[src/design/vcac_pkg.sv]
// Shared types and constants of the custom-alphabet Vigenere cipher block.
// Holds function codes, register indexes, the queue entry and config structs.
// No dependencies; every other design file but vcac_channels imports it.
`timescale 1ns / 1ps

package vcac_pkg;

    localparam logic [1:0] FUNC_ALPHA_WR = 2'd0;
    localparam logic [1:0] FUNC_KEY_WR   = 2'd1;
    localparam logic [1:0] FUNC_MSG      = 2'd2;

    localparam logic [1:0] REG_ALPHABET_LENGTH = 2'd0;
    localparam logic [1:0] REG_KEY_LENGTH      = 2'd1;
    localparam logic [1:0] REG_DECRYPT_MODE    = 2'd2;

    localparam logic [6:0] ALPHABET_LENGTH_RESET = 7'd26;
    localparam logic [6:0] KEY_LENGTH_RESET      = 7'd1;

    localparam int AB_LANES    = 8;
    localparam int LANE_W      = $clog2(AB_LANES);
    localparam int QUEUE_DEPTH = 4;
    localparam int QPTR_W      = $clog2(QUEUE_DEPTH);
    localparam int QCNT_W      = $clog2(QUEUE_DEPTH + 1);

    typedef logic [7:0] t_byte;
    typedef logic [AB_LANES-1:0][7:0] t_row;

    typedef enum logic [1:0] {
        KIND_ALPHA_WR,
        KIND_KEY_WR,
        KIND_MSG
    } t_kind;

    typedef struct packed {
        t_kind      kind;
        logic [5:0] position;
        t_byte      symbol;
        logic       first;
    } t_op;

    typedef struct packed {
        logic [6:0] alphabet_length;
        logic [6:0] key_length;
        logic       decrypt_mode;
    } t_cfg;

endpackage

[src/design/vcac_channels.sv]
// Channel interfaces of the cipher block: message input, result output and
// configuration write. Each carries valid, ready and its payload.
// Standalone; used by the front part and the top level.
`timescale 1ns / 1ps

interface vcac_in_if;
    logic       valid;
    logic       ready;
    logic [1:0] func;
    logic [5:0] position;
    logic [7:0] symbol;
    logic       first;

    modport source (output valid, func, position, symbol, first, input ready);
    modport sink (input valid, func, position, symbol, first, output ready);
endinterface

interface vcac_out_if;
    logic       valid;
    logic       ready;
    logic [7:0] symbol_out;
    logic       error;

    modport source (output valid, symbol_out, error, input ready);
    modport sink (input valid, symbol_out, error, output ready);
endinterface

interface vcac_cfg_if;
    logic       valid;
    logic       ready;
    logic [1:0] index;
    logic [6:0] data;

    modport source (output valid, index, data, input ready);
    modport sink (input valid, index, data, output ready);
endinterface

[src/design/vcac_front.sv]
// Front part of the cipher: accepts input beats, classifies them and drops
// codes and table writes that have no effect. Depends on vcac_pkg and vcac_in_if.
`timescale 1ns / 1ps

module vcac_front
    import vcac_pkg::*;
#(
    parameter int ALPHABET_SIZE = 64,
    parameter int KEY_SIZE      = 64
) (
    vcac_in_if.sink i_in,
    input  logic    i_push_ready,
    output logic    o_push_valid,
    output t_op     o_push_op
);

    logic keep;

    always_comb begin
        o_push_op.position = i_in.position;
        o_push_op.symbol   = i_in.symbol;
        o_push_op.first    = i_in.first;
        unique case (i_in.func)
            FUNC_ALPHA_WR: begin
                o_push_op.kind = KIND_ALPHA_WR;
                keep           = int'(i_in.position) < ALPHABET_SIZE;
            end
            FUNC_KEY_WR: begin
                o_push_op.kind = KIND_KEY_WR;
                keep           = int'(i_in.position) < KEY_SIZE;
            end
            FUNC_MSG: begin
                o_push_op.kind = KIND_MSG;
                keep           = 1'b1;
            end
            default: begin
                o_push_op.kind = KIND_MSG;
                keep           = 1'b0;
            end
        endcase
    end

    assign o_push_valid = i_in.valid && keep;
    assign i_in.ready   = i_push_ready || !keep;

endmodule

[src/design/vcac_queue.sv]
// Short queue between the front and back parts of the cipher.
// Holds classified operations; depends on vcac_pkg.
`timescale 1ns / 1ps

module vcac_queue
    import vcac_pkg::*;
(
    input  logic i_clk,
    input  logic i_rst_n,
    input  logic i_push_valid,
    output logic o_push_ready,
    input  t_op  i_push_op,
    output logic o_pop_valid,
    input  logic i_pop_ready,
    output t_op  o_pop_op
);

    t_op               r_mem [QUEUE_DEPTH];
    logic [QPTR_W-1:0] r_wr_ptr;
    logic [QPTR_W-1:0] r_rd_ptr;
    logic [QCNT_W-1:0] r_count;
    logic              push;
    logic              pop;

    assign o_push_ready = r_count != QCNT_W'(QUEUE_DEPTH);
    assign o_pop_valid  = r_count != '0;
    assign o_pop_op     = r_mem[r_rd_ptr];
    assign push         = i_push_valid && o_push_ready;
    assign pop          = o_pop_valid && i_pop_ready;

    always_ff @(posedge i_clk) begin
        if (push) begin
            r_mem[r_wr_ptr] <= i_push_op;
        end
    end

    always_ff @(posedge i_clk) begin
        if (!i_rst_n) begin
            r_wr_ptr <= '0;
            r_rd_ptr <= '0;
            r_count  <= '0;
        end else begin
            if (push) begin
                r_wr_ptr <= r_wr_ptr + QPTR_W'(1);
            end
            if (pop) begin
                r_rd_ptr <= r_rd_ptr + QPTR_W'(1);
            end
            if (push && !pop) begin
                r_count <= r_count + QCNT_W'(1);
            end else if (pop && !push) begin
                r_count <= r_count - QCNT_W'(1);
            end
        end
    end

endmodule

[src/design/vcac_back.sv]
// Back part of the cipher: table memories, key position, alphabet scan,
// modular add or subtract, map back and the result register. Depends on vcac_pkg.
`timescale 1ns / 1ps

module vcac_back
    import vcac_pkg::*;
#(
    parameter int ALPHABET_SIZE = 64,
    parameter int KEY_SIZE      = 64
) (
    input  logic  i_clk,
    input  logic  i_rst_n,
    input  t_cfg  i_cfg,
    input  logic  i_op_valid,
    output logic  o_op_ready,
    input  t_op   i_op,
    output logic  o_res_valid,
    input  logic  i_res_ready,
    output t_byte o_symbol_out,
    output logic  o_error
);

    localparam int AB_ROWS = (ALPHABET_SIZE + AB_LANES - 1) / AB_LANES;
    localparam int ROW_W   = (AB_ROWS > 1) ? $clog2(AB_ROWS) : 1;
    localparam int IDX_W   = ROW_W + LANE_W;
    localparam int AL_W    = $clog2(ALPHABET_SIZE + 1);
    localparam int CMP_W   = ((IDX_W > AL_W) ? IDX_W : AL_W) + 1;
    localparam int KI_W    = (KEY_SIZE > 1) ? $clog2(KEY_SIZE) : 1;
    localparam int KL_W    = $clog2(KEY_SIZE + 1);
    localparam int KC_W    = ((KI_W + 1) > KL_W) ? (KI_W + 1) : KL_W;

    typedef enum logic [2:0] {
        S_IDLE,
        S_SCAN,
        S_CALC,
        S_MAP,
        S_OUT
    } t_state;

    t_state            r_state, n_state;
    logic [KI_W-1:0]   r_key_pos, n_key_pos;
    t_byte             r_msg, n_msg;
    logic [ROW_W-1:0]  r_scan_row, n_scan_row;
    logic              r_m_found, n_m_found;
    logic              r_k_found, n_k_found;
    logic [IDX_W-1:0]  r_mpos, n_mpos;
    logic [IDX_W-1:0]  r_kpos, n_kpos;
    logic [IDX_W-1:0]  r_res, n_res;
    logic              r_out_valid, n_out_valid;
    t_byte             r_out_sym, n_out_sym;
    logic              r_out_err, n_out_err;

    t_row              ab_mem [AB_ROWS];
    t_row              r_row_q;
    logic [ROW_W-1:0]  rd_row;
    logic              ab_we;
    logic [IDX_W-1:0]  ab_wr_idx;

    t_byte             key_mem [KEY_SIZE];
    t_byte             r_key_q;
    logic              key_we;
    logic              key_rd_en;
    logic [KI_W-1:0]   key_wr_addr;

    logic [AL_W-1:0]   alen;
    logic [KL_W-1:0]   klen;
    logic              pop;
    logic [KI_W-1:0]   kp_use;
    logic [KC_W-1:0]   kp_inc;
    logic [AB_LANES-1:0] hit_m;
    logic [AB_LANES-1:0] hit_k;
    logic [LANE_W-1:0] sel_m;
    logic [LANE_W-1:0] sel_k;
    logic              last_row;
    logic              both_found;
    logic [CMP_W-1:0]  m_ext, k_ext, a_ext, sum_ext, res_ext;

    always_comb begin
        if (int'(i_cfg.alphabet_length) > ALPHABET_SIZE) begin
            alen = AL_W'(ALPHABET_SIZE);
        end else begin
            alen = AL_W'(i_cfg.alphabet_length);
        end
        if (i_cfg.key_length == '0) begin
            klen = KL_W'(1);
        end else if (int'(i_cfg.key_length) > KEY_SIZE) begin
            klen = KL_W'(KEY_SIZE);
        end else begin
            klen = KL_W'(i_cfg.key_length);
        end
    end

    assign o_op_ready  = r_state == S_IDLE;
    assign pop         = i_op_valid && o_op_ready;
    assign ab_wr_idx   = IDX_W'(i_op.position);
    assign key_wr_addr = KI_W'(i_op.position);

    always_comb begin
        if (i_op.first || KC_W'(r_key_pos) >= KC_W'(klen)) begin
            kp_use = '0;
        end else begin
            kp_use = r_key_pos;
        end
        kp_inc = KC_W'(kp_use) + KC_W'(1);
    end

    always_comb begin
        hit_m = '0;
        hit_k = '0;
        for (int l = 0; l < AB_LANES; l++) begin
            if (CMP_W'({r_scan_row, LANE_W'(l)}) < CMP_W'(alen)) begin
                hit_m[l] = r_row_q[l] == r_msg;
                hit_k[l] = r_row_q[l] == r_key_q;
            end
        end
        sel_m = '0;
        sel_k = '0;
        for (int l = AB_LANES - 1; l >= 0; l--) begin
            if (hit_m[l]) begin
                sel_m = LANE_W'(l);
            end
            if (hit_k[l]) begin
                sel_k = LANE_W'(l);
            end
        end
        last_row = (CMP_W'({r_scan_row, {LANE_W{1'b0}}}) + CMP_W'(AB_LANES))
                   >= CMP_W'(alen);
    end

    always_comb begin
        m_ext   = CMP_W'(r_mpos);
        k_ext   = CMP_W'(r_kpos);
        a_ext   = CMP_W'(alen);
        sum_ext = m_ext + k_ext;
        if (i_cfg.decrypt_mode) begin
            res_ext = (m_ext >= k_ext) ? (m_ext - k_ext) : (m_ext + a_ext - k_ext);
        end else begin
            res_ext = (sum_ext >= a_ext) ? (sum_ext - a_ext) : sum_ext;
        end
    end

    always_comb begin
        n_state     = r_state;
        n_key_pos   = r_key_pos;
        n_msg       = r_msg;
        n_scan_row  = r_scan_row;
        n_m_found   = r_m_found;
        n_k_found   = r_k_found;
        n_mpos      = r_mpos;
        n_kpos      = r_kpos;
        n_res       = r_res;
        n_out_valid = r_out_valid && !i_res_ready;
        n_out_sym   = r_out_sym;
        n_out_err   = r_out_err;
        ab_we       = 1'b0;
        key_we      = 1'b0;
        key_rd_en   = 1'b0;
        rd_row      = '0;
        both_found  = 1'b0;
        unique case (r_state)
            S_IDLE: begin
                if (pop) begin
                    unique case (i_op.kind)
                        KIND_ALPHA_WR: ab_we = 1'b1;
                        KIND_KEY_WR:   key_we = 1'b1;
                        default: begin
                            key_rd_en  = 1'b1;
                            n_msg      = i_op.symbol;
                            n_m_found  = 1'b0;
                            n_k_found  = 1'b0;
                            n_scan_row = '0;
                            n_key_pos  = (kp_inc >= KC_W'(klen)) ? '0 : KI_W'(kp_inc);
                            n_state    = S_SCAN;
                        end
                    endcase
                end
            end
            S_SCAN: begin
                n_m_found = r_m_found || (|hit_m);
                n_k_found = r_k_found || (|hit_k);
                if (!r_m_found) begin
                    n_mpos = {r_scan_row, sel_m};
                end
                if (!r_k_found) begin
                    n_kpos = {r_scan_row, sel_k};
                end
                both_found = n_m_found && n_k_found;
                if (both_found) begin
                    n_state = S_CALC;
                end else if (last_row) begin
                    n_state = S_OUT;
                end else begin
                    n_scan_row = r_scan_row + ROW_W'(1);
                    rd_row     = n_scan_row;
                end
            end
            S_CALC: begin
                n_res   = IDX_W'(res_ext);
                n_state = S_MAP;
            end
            S_MAP: begin
                rd_row  = r_res[IDX_W-1:LANE_W];
                n_state = S_OUT;
            end
            S_OUT: begin
                rd_row = r_res[IDX_W-1:LANE_W];
                if (!r_out_valid || i_res_ready) begin
                    n_out_valid = 1'b1;
                    if (r_m_found && r_k_found) begin
                        n_out_sym = r_row_q[r_res[LANE_W-1:0]];
                        n_out_err = 1'b0;
                    end else begin
                        n_out_sym = r_msg;
                        n_out_err = 1'b1;
                    end
                    n_state = S_IDLE;
                end
            end
            default: n_state = S_IDLE;
        endcase
    end

    always_ff @(posedge i_clk) begin
        if (ab_we) begin
            ab_mem[ab_wr_idx[IDX_W-1:LANE_W]][ab_wr_idx[LANE_W-1:0]] <= i_op.symbol;
        end
        r_row_q <= ab_mem[rd_row];
    end

    always_ff @(posedge i_clk) begin
        if (key_we) begin
            key_mem[key_wr_addr] <= i_op.symbol;
        end
        if (key_rd_en) begin
            r_key_q <= key_mem[kp_use];
        end
    end

    always_ff @(posedge i_clk) begin
        r_msg      <= n_msg;
        r_scan_row <= n_scan_row;
        r_m_found  <= n_m_found;
        r_k_found  <= n_k_found;
        r_mpos     <= n_mpos;
        r_kpos     <= n_kpos;
        r_res      <= n_res;
        r_out_sym  <= n_out_sym;
        r_out_err  <= n_out_err;
        if (!i_rst_n) begin
            r_state     <= S_IDLE;
            r_key_pos   <= '0;
            r_out_valid <= 1'b0;
        end else begin
            r_state     <= n_state;
            r_key_pos   <= n_key_pos;
            r_out_valid <= n_out_valid;
        end
    end

    assign o_res_valid  = r_out_valid;
    assign o_symbol_out = r_out_sym;
    assign o_error      = r_out_err;

    ap_calc_found: assert property (@(posedge i_clk) disable iff (!i_rst_n)
        (r_state == S_CALC) |-> (r_m_found && r_k_found))
        else $error("Sum started without both alphabet positions.");

    ap_res_range: assert property (@(posedge i_clk) disable iff (!i_rst_n)
        (r_state == S_MAP) |-> (CMP_W'(r_res) < CMP_W'(alen)))
        else $error("Result position lies outside the alphabet.");

    ap_key_pos_range: assert property (@(posedge i_clk) disable iff (!i_rst_n)
        (r_state == S_SCAN) |-> (KC_W'(r_key_pos) < KC_W'(klen)))
        else $error("Key position left beyond the key length.");

    ap_out_source: assert property (@(posedge i_clk) disable iff (!i_rst_n)
        $rose(r_out_valid) |-> $past(r_state == S_OUT))
        else $error("Result register loaded outside the output step.");

endmodule

[src/design/vigenere_custom_alphabet_cipher.sv]
// Top level of the Vigenere cipher over a loadable alphabet.
// Holds the configuration registers; depends on vcac_pkg, vcac_channels,
// vcac_front, vcac_queue and vcac_back.
`timescale 1ns / 1ps

// A table write beat is taken in the idle state of the back part. A message
// symbol passes the scan, sum, map and output steps; for an effective alphabet
// length L the alphabet memory is scanned one row of eight entries per cycle
// for both the message and the key symbol; the scan stops at the row where both
// are found, and a symbol missing from the alphabet goes from the scan straight
// to the output step, with one row still scanned when L is zero. A queue of
// four entries separates input acceptance from the back part, and the result
// register lets the next beat start while a result waits. The tables need no
// clearing after reset.
module vigenere_custom_alphabet_cipher
    import vcac_pkg::*;
#(
    parameter int ALPHABET_SIZE = 64,
    parameter int KEY_SIZE      = 64
) (
    input  logic         i_clk,
    input  logic         i_rst_n,
    vcac_cfg_if.sink     i_cfg,
    vcac_in_if.sink      i_msg,
    vcac_out_if.source   o_res
);

    t_cfg r_cfg;
    logic push_valid;
    logic push_ready;
    t_op  push_op;
    logic pop_valid;
    logic pop_ready;
    t_op  pop_op;

    assign i_cfg.ready = 1'b1;

    always_ff @(posedge i_clk) begin
        if (!i_rst_n) begin
            r_cfg.alphabet_length <= ALPHABET_LENGTH_RESET;
            r_cfg.key_length      <= KEY_LENGTH_RESET;
            r_cfg.decrypt_mode    <= 1'b0;
        end else if (i_cfg.valid) begin
            unique case (i_cfg.index)
                REG_ALPHABET_LENGTH: r_cfg.alphabet_length <= i_cfg.data;
                REG_KEY_LENGTH:      r_cfg.key_length <= i_cfg.data;
                REG_DECRYPT_MODE:    r_cfg.decrypt_mode <= i_cfg.data[0];
                default: ;
            endcase
        end
    end

    vcac_front #(
        .ALPHABET_SIZE (ALPHABET_SIZE),
        .KEY_SIZE      (KEY_SIZE)
    ) u_front (
        .i_in         (i_msg),
        .i_push_ready (push_ready),
        .o_push_valid (push_valid),
        .o_push_op    (push_op)
    );

    vcac_queue u_queue (
        .i_clk        (i_clk),
        .i_rst_n      (i_rst_n),
        .i_push_valid (push_valid),
        .o_push_ready (push_ready),
        .i_push_op    (push_op),
        .o_pop_valid  (pop_valid),
        .i_pop_ready  (pop_ready),
        .o_pop_op     (pop_op)
    );

    vcac_back #(
        .ALPHABET_SIZE (ALPHABET_SIZE),
        .KEY_SIZE      (KEY_SIZE)
    ) u_back (
        .i_clk        (i_clk),
        .i_rst_n      (i_rst_n),
        .i_cfg        (r_cfg),
        .i_op_valid   (pop_valid),
        .o_op_ready   (pop_ready),
        .i_op         (pop_op),
        .o_res_valid  (o_res.valid),
        .i_res_ready  (o_res.ready),
        .o_symbol_out (o_res.symbol_out),
        .o_error      (o_res.error)
    );

endmodule

[src/flat_wrapper.sv]
// flat-port wrapper written by rule: the top's interface ports become plain ports
module vigenere_custom_alphabet_cipher_flat import vcac_pkg::*;
#(
    parameter int ALPHABET_SIZE = 64,
    parameter int KEY_SIZE      = 64
)
  (i_clk, i_rst_n, i_cfg_valid, i_cfg_index, i_cfg_data, i_cfg_ready, i_msg_valid, i_msg_func, i_msg_position, i_msg_symbol, i_msg_first, i_msg_ready, o_res_valid, o_res_symbol_out, o_res_error, o_res_ready);
  vcac_cfg_if i_cfg_i ();
  vcac_in_if i_msg_i ();
  vcac_out_if o_res_i ();
  input  logic i_clk;
  input  logic i_rst_n;
  input wire logic [$bits(i_cfg_i.valid)-1:0] i_cfg_valid;
  input wire logic [$bits(i_cfg_i.index)-1:0] i_cfg_index;
  input wire logic [$bits(i_cfg_i.data)-1:0] i_cfg_data;
  output wire logic [$bits(i_cfg_i.ready)-1:0] i_cfg_ready;
  input wire logic [$bits(i_msg_i.valid)-1:0] i_msg_valid;
  input wire logic [$bits(i_msg_i.func)-1:0] i_msg_func;
  input wire logic [$bits(i_msg_i.position)-1:0] i_msg_position;
  input wire logic [$bits(i_msg_i.symbol)-1:0] i_msg_symbol;
  input wire logic [$bits(i_msg_i.first)-1:0] i_msg_first;
  output wire logic [$bits(i_msg_i.ready)-1:0] i_msg_ready;
  output wire logic [$bits(o_res_i.valid)-1:0] o_res_valid;
  output wire logic [$bits(o_res_i.symbol_out)-1:0] o_res_symbol_out;
  output wire logic [$bits(o_res_i.error)-1:0] o_res_error;
  input wire logic [$bits(o_res_i.ready)-1:0] o_res_ready;
  assign i_cfg_i.valid = i_cfg_valid;
  assign i_cfg_i.index = i_cfg_index;
  assign i_cfg_i.data = i_cfg_data;
  assign i_cfg_ready = i_cfg_i.ready;
  assign i_msg_i.valid = i_msg_valid;
  assign i_msg_i.func = i_msg_func;
  assign i_msg_i.position = i_msg_position;
  assign i_msg_i.symbol = i_msg_symbol;
  assign i_msg_i.first = i_msg_first;
  assign i_msg_ready = i_msg_i.ready;
  assign o_res_valid = o_res_i.valid;
  assign o_res_symbol_out = o_res_i.symbol_out;
  assign o_res_error = o_res_i.error;
  assign o_res_i.ready = o_res_ready;
  vigenere_custom_alphabet_cipher #(.ALPHABET_SIZE(ALPHABET_SIZE), .KEY_SIZE(KEY_SIZE)) u_core (.i_clk(i_clk), .i_rst_n(i_rst_n), .i_cfg(i_cfg_i), .i_msg(i_msg_i), .o_res(o_res_i));
endmodule
[config.mk]
export PLATFORM = sky130hd
export DESIGN_NAME = vigenere_custom_alphabet_cipher_flat
export DESIGN_NICKNAME = d
export VERILOG_FILES = /design/src/design/vcac_pkg.sv /design/src/design/vcac_channels.sv /design/src/design/vcac_front.sv /design/src/design/vcac_queue.sv /design/src/design/vcac_back.sv /design/src/design/vigenere_custom_alphabet_cipher.sv /design/src/flat_wrapper.sv
export SDC_FILE = /design/constraint.sdc
export NUM_CORES = 2
export LEC_CHECK = 0
export ABC_AREA = 1
export BUFFER_PORTS_ARGS = -buffer_cell sky130_fd_sc_hd__buf_4
export CORE_MARGIN = 8
export CORE_UTILIZATION = 53
export CTS_CLUSTER_SIZE = 14
export DETAILED_ROUTE_END_ITERATION = 10
export PLACE_DENSITY = 0.77
export SETUP_SLACK_MARGIN = 0.2
export SLEW_MARGIN = 0
export SYNTH_ARGS = -nofsm -noshare
export SYNTH_HDL_FRONTEND = slang
export SYNTH_SLANG_ARGS = --single-unit
[constraint.sdc]
create_clock -name i_clk -period 9.15 [get_ports i_clk]
set_input_delay 1.3725 -clock i_clk [delete_from_list [all_inputs] [get_ports i_clk]]
set_output_delay 1.3725 -clock i_clk [all_outputs]
set_load 0.01 [all_outputs]
==> impl_metrics.py <==
metrics = {
    "synth": {
        "syn_nets": 5713,
        "synth_cells": 5620,
        "synth.distinct_cells": 51,
        "yosysTopAreaCellShare": 0.608,
        "synth-edff-count": 1140,
        "ys_ff_latch": 1238,
        "yosysMostFrequentCell": "edfxtp_1",
        "yosys.area.top_type": "edfxtp_1",
        "ys_warn_count": 0,
        "async_reset_ff_frac": 0,
        "ys_seq_area_frac": 0.643,
        "ys.flop_type": "edfxtp_1",
        "synth_area_mm2": 0.0563,
        "synth.cells.most_frequent": "edfxtp_1 (1140), nand2_1 (1068), inv_1 (902)",
        "syn_area_per_cell_um2": 10.0,
        "synthTopCellsByArea": "edfxtp_1 (61%), nand3_1 (8.0%), nand2_1 (7.1%), inv_1 (6.0%), nor2_1 (3.6%)",
    },
    "timing": {
        "setup_violations": 0,
        "worst_pin_slew_ps": 1320,
        "rsz0062_at_grt": "false",
        "relSlewSlack": 0.112,
        "hold_viol": 0,
        "fin_crit_ps": 5970,
        "fmax_ghz": 0.168,
        "tns_ps": 0,
        "finalCritPeriodShare": 0.652,
        "clock_skew_ps": 47.9,
        "report.final.slew_viol_count": 0,
    },
    "cells_and_area": {
        "multi_input_area_mm2": 0.0154,
        "fillers": 8308,
        "syn_to_final_growth_pct": 8.81,
        "utilization": 0.582,
        "finalNetCount": 5626,
        "instances_no_fill": 7024,
        "ff_latch_area_mm2": 0.0362,
        "drive_gt1_frac": 0.0565,
    },
    "power_and_ir_drop": {
        "p_leak_nw": 25.1,
        "power_density_mw_per_mm2": 297,
        "peakVddDrop_uv": 276,
    },
    "critical_path": {
        "worstPathArrival_ps": 6590,
        "crit_required_ps": 9780,
        "startpoint_type": "flop",
        "path_max_fanout": 60,
        "end_kind": "flop",
        "timing.setup.critical_path_class": "flop to flop",
    },
    "cts": {
        "cts_max_level": 3,
        "cts.sinks": 1238,
        "cts_buffer_depth": 3,
        "clockRootBuffer": "clkbuf_16",
        "cts_tree": "done",
        "cts-resized-gates": 0,
        "clock_latency_ps": 710,
        "clkSlewWorstSetupHoldPaths_ps": 60,
        "cts_buffers": 118,
        "post_cts_buffers": 0,
        "ctsHoldBuffers": 0,
    },
    "global_route": {
        "grt_first_pass_wirelength_um": 221000,
        "grt_pass1_vias": 38300,
        "grt_util_all_layers": 0.240,
        "antenna_found_initial": 1,
        "overflow": 0,
        "grt_start_max_net_pins": 232,
    },
    "route": {
        "vias": 39800,
        "routed_wl_um": 145000,
        "wl_met2_um": 69500,
        "routed.top_layer": "met4",
        "met1_length_um": 55700,
        "wl_met3_um": 14300,
        "wire_per_inst_um": 20.6,
        "post-route-drc-count": 0,
        "drt-pass1-iter-count": 6,
        "ant_nets": 0,
        "drtIter0Drc": 4677,
        "vias_per_cell": 5.66,
    },
    "placed_design": {
        "place_congestion": 0.914,
        "dp_cells": 6804,
        "io_buffer_count": 41,
        "dp_hpwl_um": 86300,
    },
    "flow_run": {
        "drv_cap": 0,
    },
    "worst_hold_path": {
        "hp-class": "flop to flop",
    },
    "floorplan": {
        "ioPinCount": 43,
        "dieArea_mm2": 0.117,
        "initial_core_util": 0.535,
        "die_h_um": 342,
        "core-area_mm2": 0.105,
        "num_rows": 119,
        "die_w_um": 342,
    },
    "status": {
        "outcome": "complete, no violations",
    },
}
## sequential cells by signal, summed over array words and instances (netlist names), named ones only
name / flops
u_core.u_back.o_error: 1
u_core.u_back.ab_mem: 512
u_core.u_back.r_row_q: 64
u_core.u_queue.r_rd_ptr: 2
u_core.u_back.r_mpos: 6
u_core.u_back.key_mem: 512
u_core.u_back.o_res_valid: 1
u_core.r_cfg: 15
u_core.u_queue.r_wr_ptr: 2
u_core.u_back.r_kpos: 6
u_core.u_queue.r_mem: 68
u_core.u_back.r_key_q: 8
u_core.u_back.r_res: 6
u_core.u_queue.r_count: 3
u_core.u_back.r_msg: 8
u_core.u_back.r_m_found: 1
u_core.u_back.r_scan_row: 3
u_core.u_back.o_symbol_out: 8
u_core.u_back.r_k_found: 1
u_core.u_back.r_state: 3
u_core.u_back.r_key_pos: 6
## power by group
part           leakage (nW)  internal (mW)  total (mW)  switching, mW
registers              11.1           7.53        8.03          0.505
clock network          1.84           2.68        4.77           2.09
logic                  12.2           1.34        5.36           4.02
total                  25.1           11.5        18.2           6.61
## routing by layer
metal,GRT usage,vias up
met5,0,-
met4,0.0860,0
met3,0.0444,319
met2,0.396,2126
met1,0.319,19000
li1,-,18400
## cell usage in the layout (no fill, tap or decap), drive strengths merged, types with 25 or more instances in the layout
cell	instances
edfxtp	1140
nand2	1076
inv	912
nand3	907
nor2	554
o21ai	207
clkbuf	166
dfxtp	98
buf	90
xnor2	87
a21oi	72
nand4	67
ha	53
clkinv	46
o211ai	32
xor2	25
## cells by family (layout without fill, tap and decap cells)
logic type / Yosys count / in the layout / synth area share
AOI/OAI and AO/OA: 357 / 357 / 0.0352
xor gates and xnor gates: 112 / 112 / 0.0174
adders and majority gates: 62 / 62 / 0.0150
buffers and inverters: 1212 / 1224 / 0.0866
DFF: 1238 / 1238 / 0.643
muxes: 10 / 10 / 0.00178
other: 1 / 2 / 0.0000666
and+or+nand+nor: 2628 / 2628 / 0.201
## path summary, 6_finish.rpt
path | startpoint | end | slack [ps] | depth (start not counted)
worst max-delay path | u_core.r_cfg[7] | u_core.u_back.r_key_pos[5] | 3180 | 20
worst min-delay path | u_core.u_queue.r_rd_ptr[1] | u_core.u_queue.r_rd_ptr[1] | 470 | 2
worst max register to register | u_core.r_cfg[7] | u_core.u_back.r_key_pos[5] | 3180 | 20
worst min register to register | u_core.u_queue.r_rd_ptr[1] | u_core.u_queue.r_rd_ptr[1] | 470 | 2
## metrics by stage
step / instance area, um2 / worst slack (ps) / hold slack (ps) / power (mW)
after floorplan: 56300 / 3580 / 436 / 11.5
after global placement: 57500 / 3290 / 450 / 13.2
after detailed placement: 57500 / 3280 / 455 / 13.4
after CTS: 61300 / 3260 / 464 / 18.1
after global routing: 61300 / 2730 / 496 / 18.9
final: 61300 / 3180 / 467 / 18.2
## final cells by class
| type | count | share of cell area |
|---|---|---|
| Multi-Input combinational cell | 3170 | 0.252 |
| Inverter | 915 | 0.0562 |
| Timing Repair Buffer | 90 | 0.0112 |
| Clock buffer | 166 | 0.0538 |
| Antenna cell | 1 | 0.0000409 |
| Clock inverter | 53 | 0.00778 |
| Tap cell | 1391 | 0.0284 |
| Sequential cell | 1238 | 0.591 |
## worst max-delay path, stage by stage (launching register included)
cell,delay [ps]
dfxtp_1,310
inv_1,230
nand2_1,130
ha_1,320
a21o_1,180
a22oi_1,150
nand2_1,110
nor2_4,80
buf_4,560
nand2_1,210
nor2_2,740
clkinv_1,880
xor2_1,490
ha_1,280
o21ai_0,70
nand2_1,70
a21oi_1,120
nor2_1,50
nor3_1,560
nand2_1,130
a21oi_1,150
Note: power is estimated with default switching activity, not from simulation.
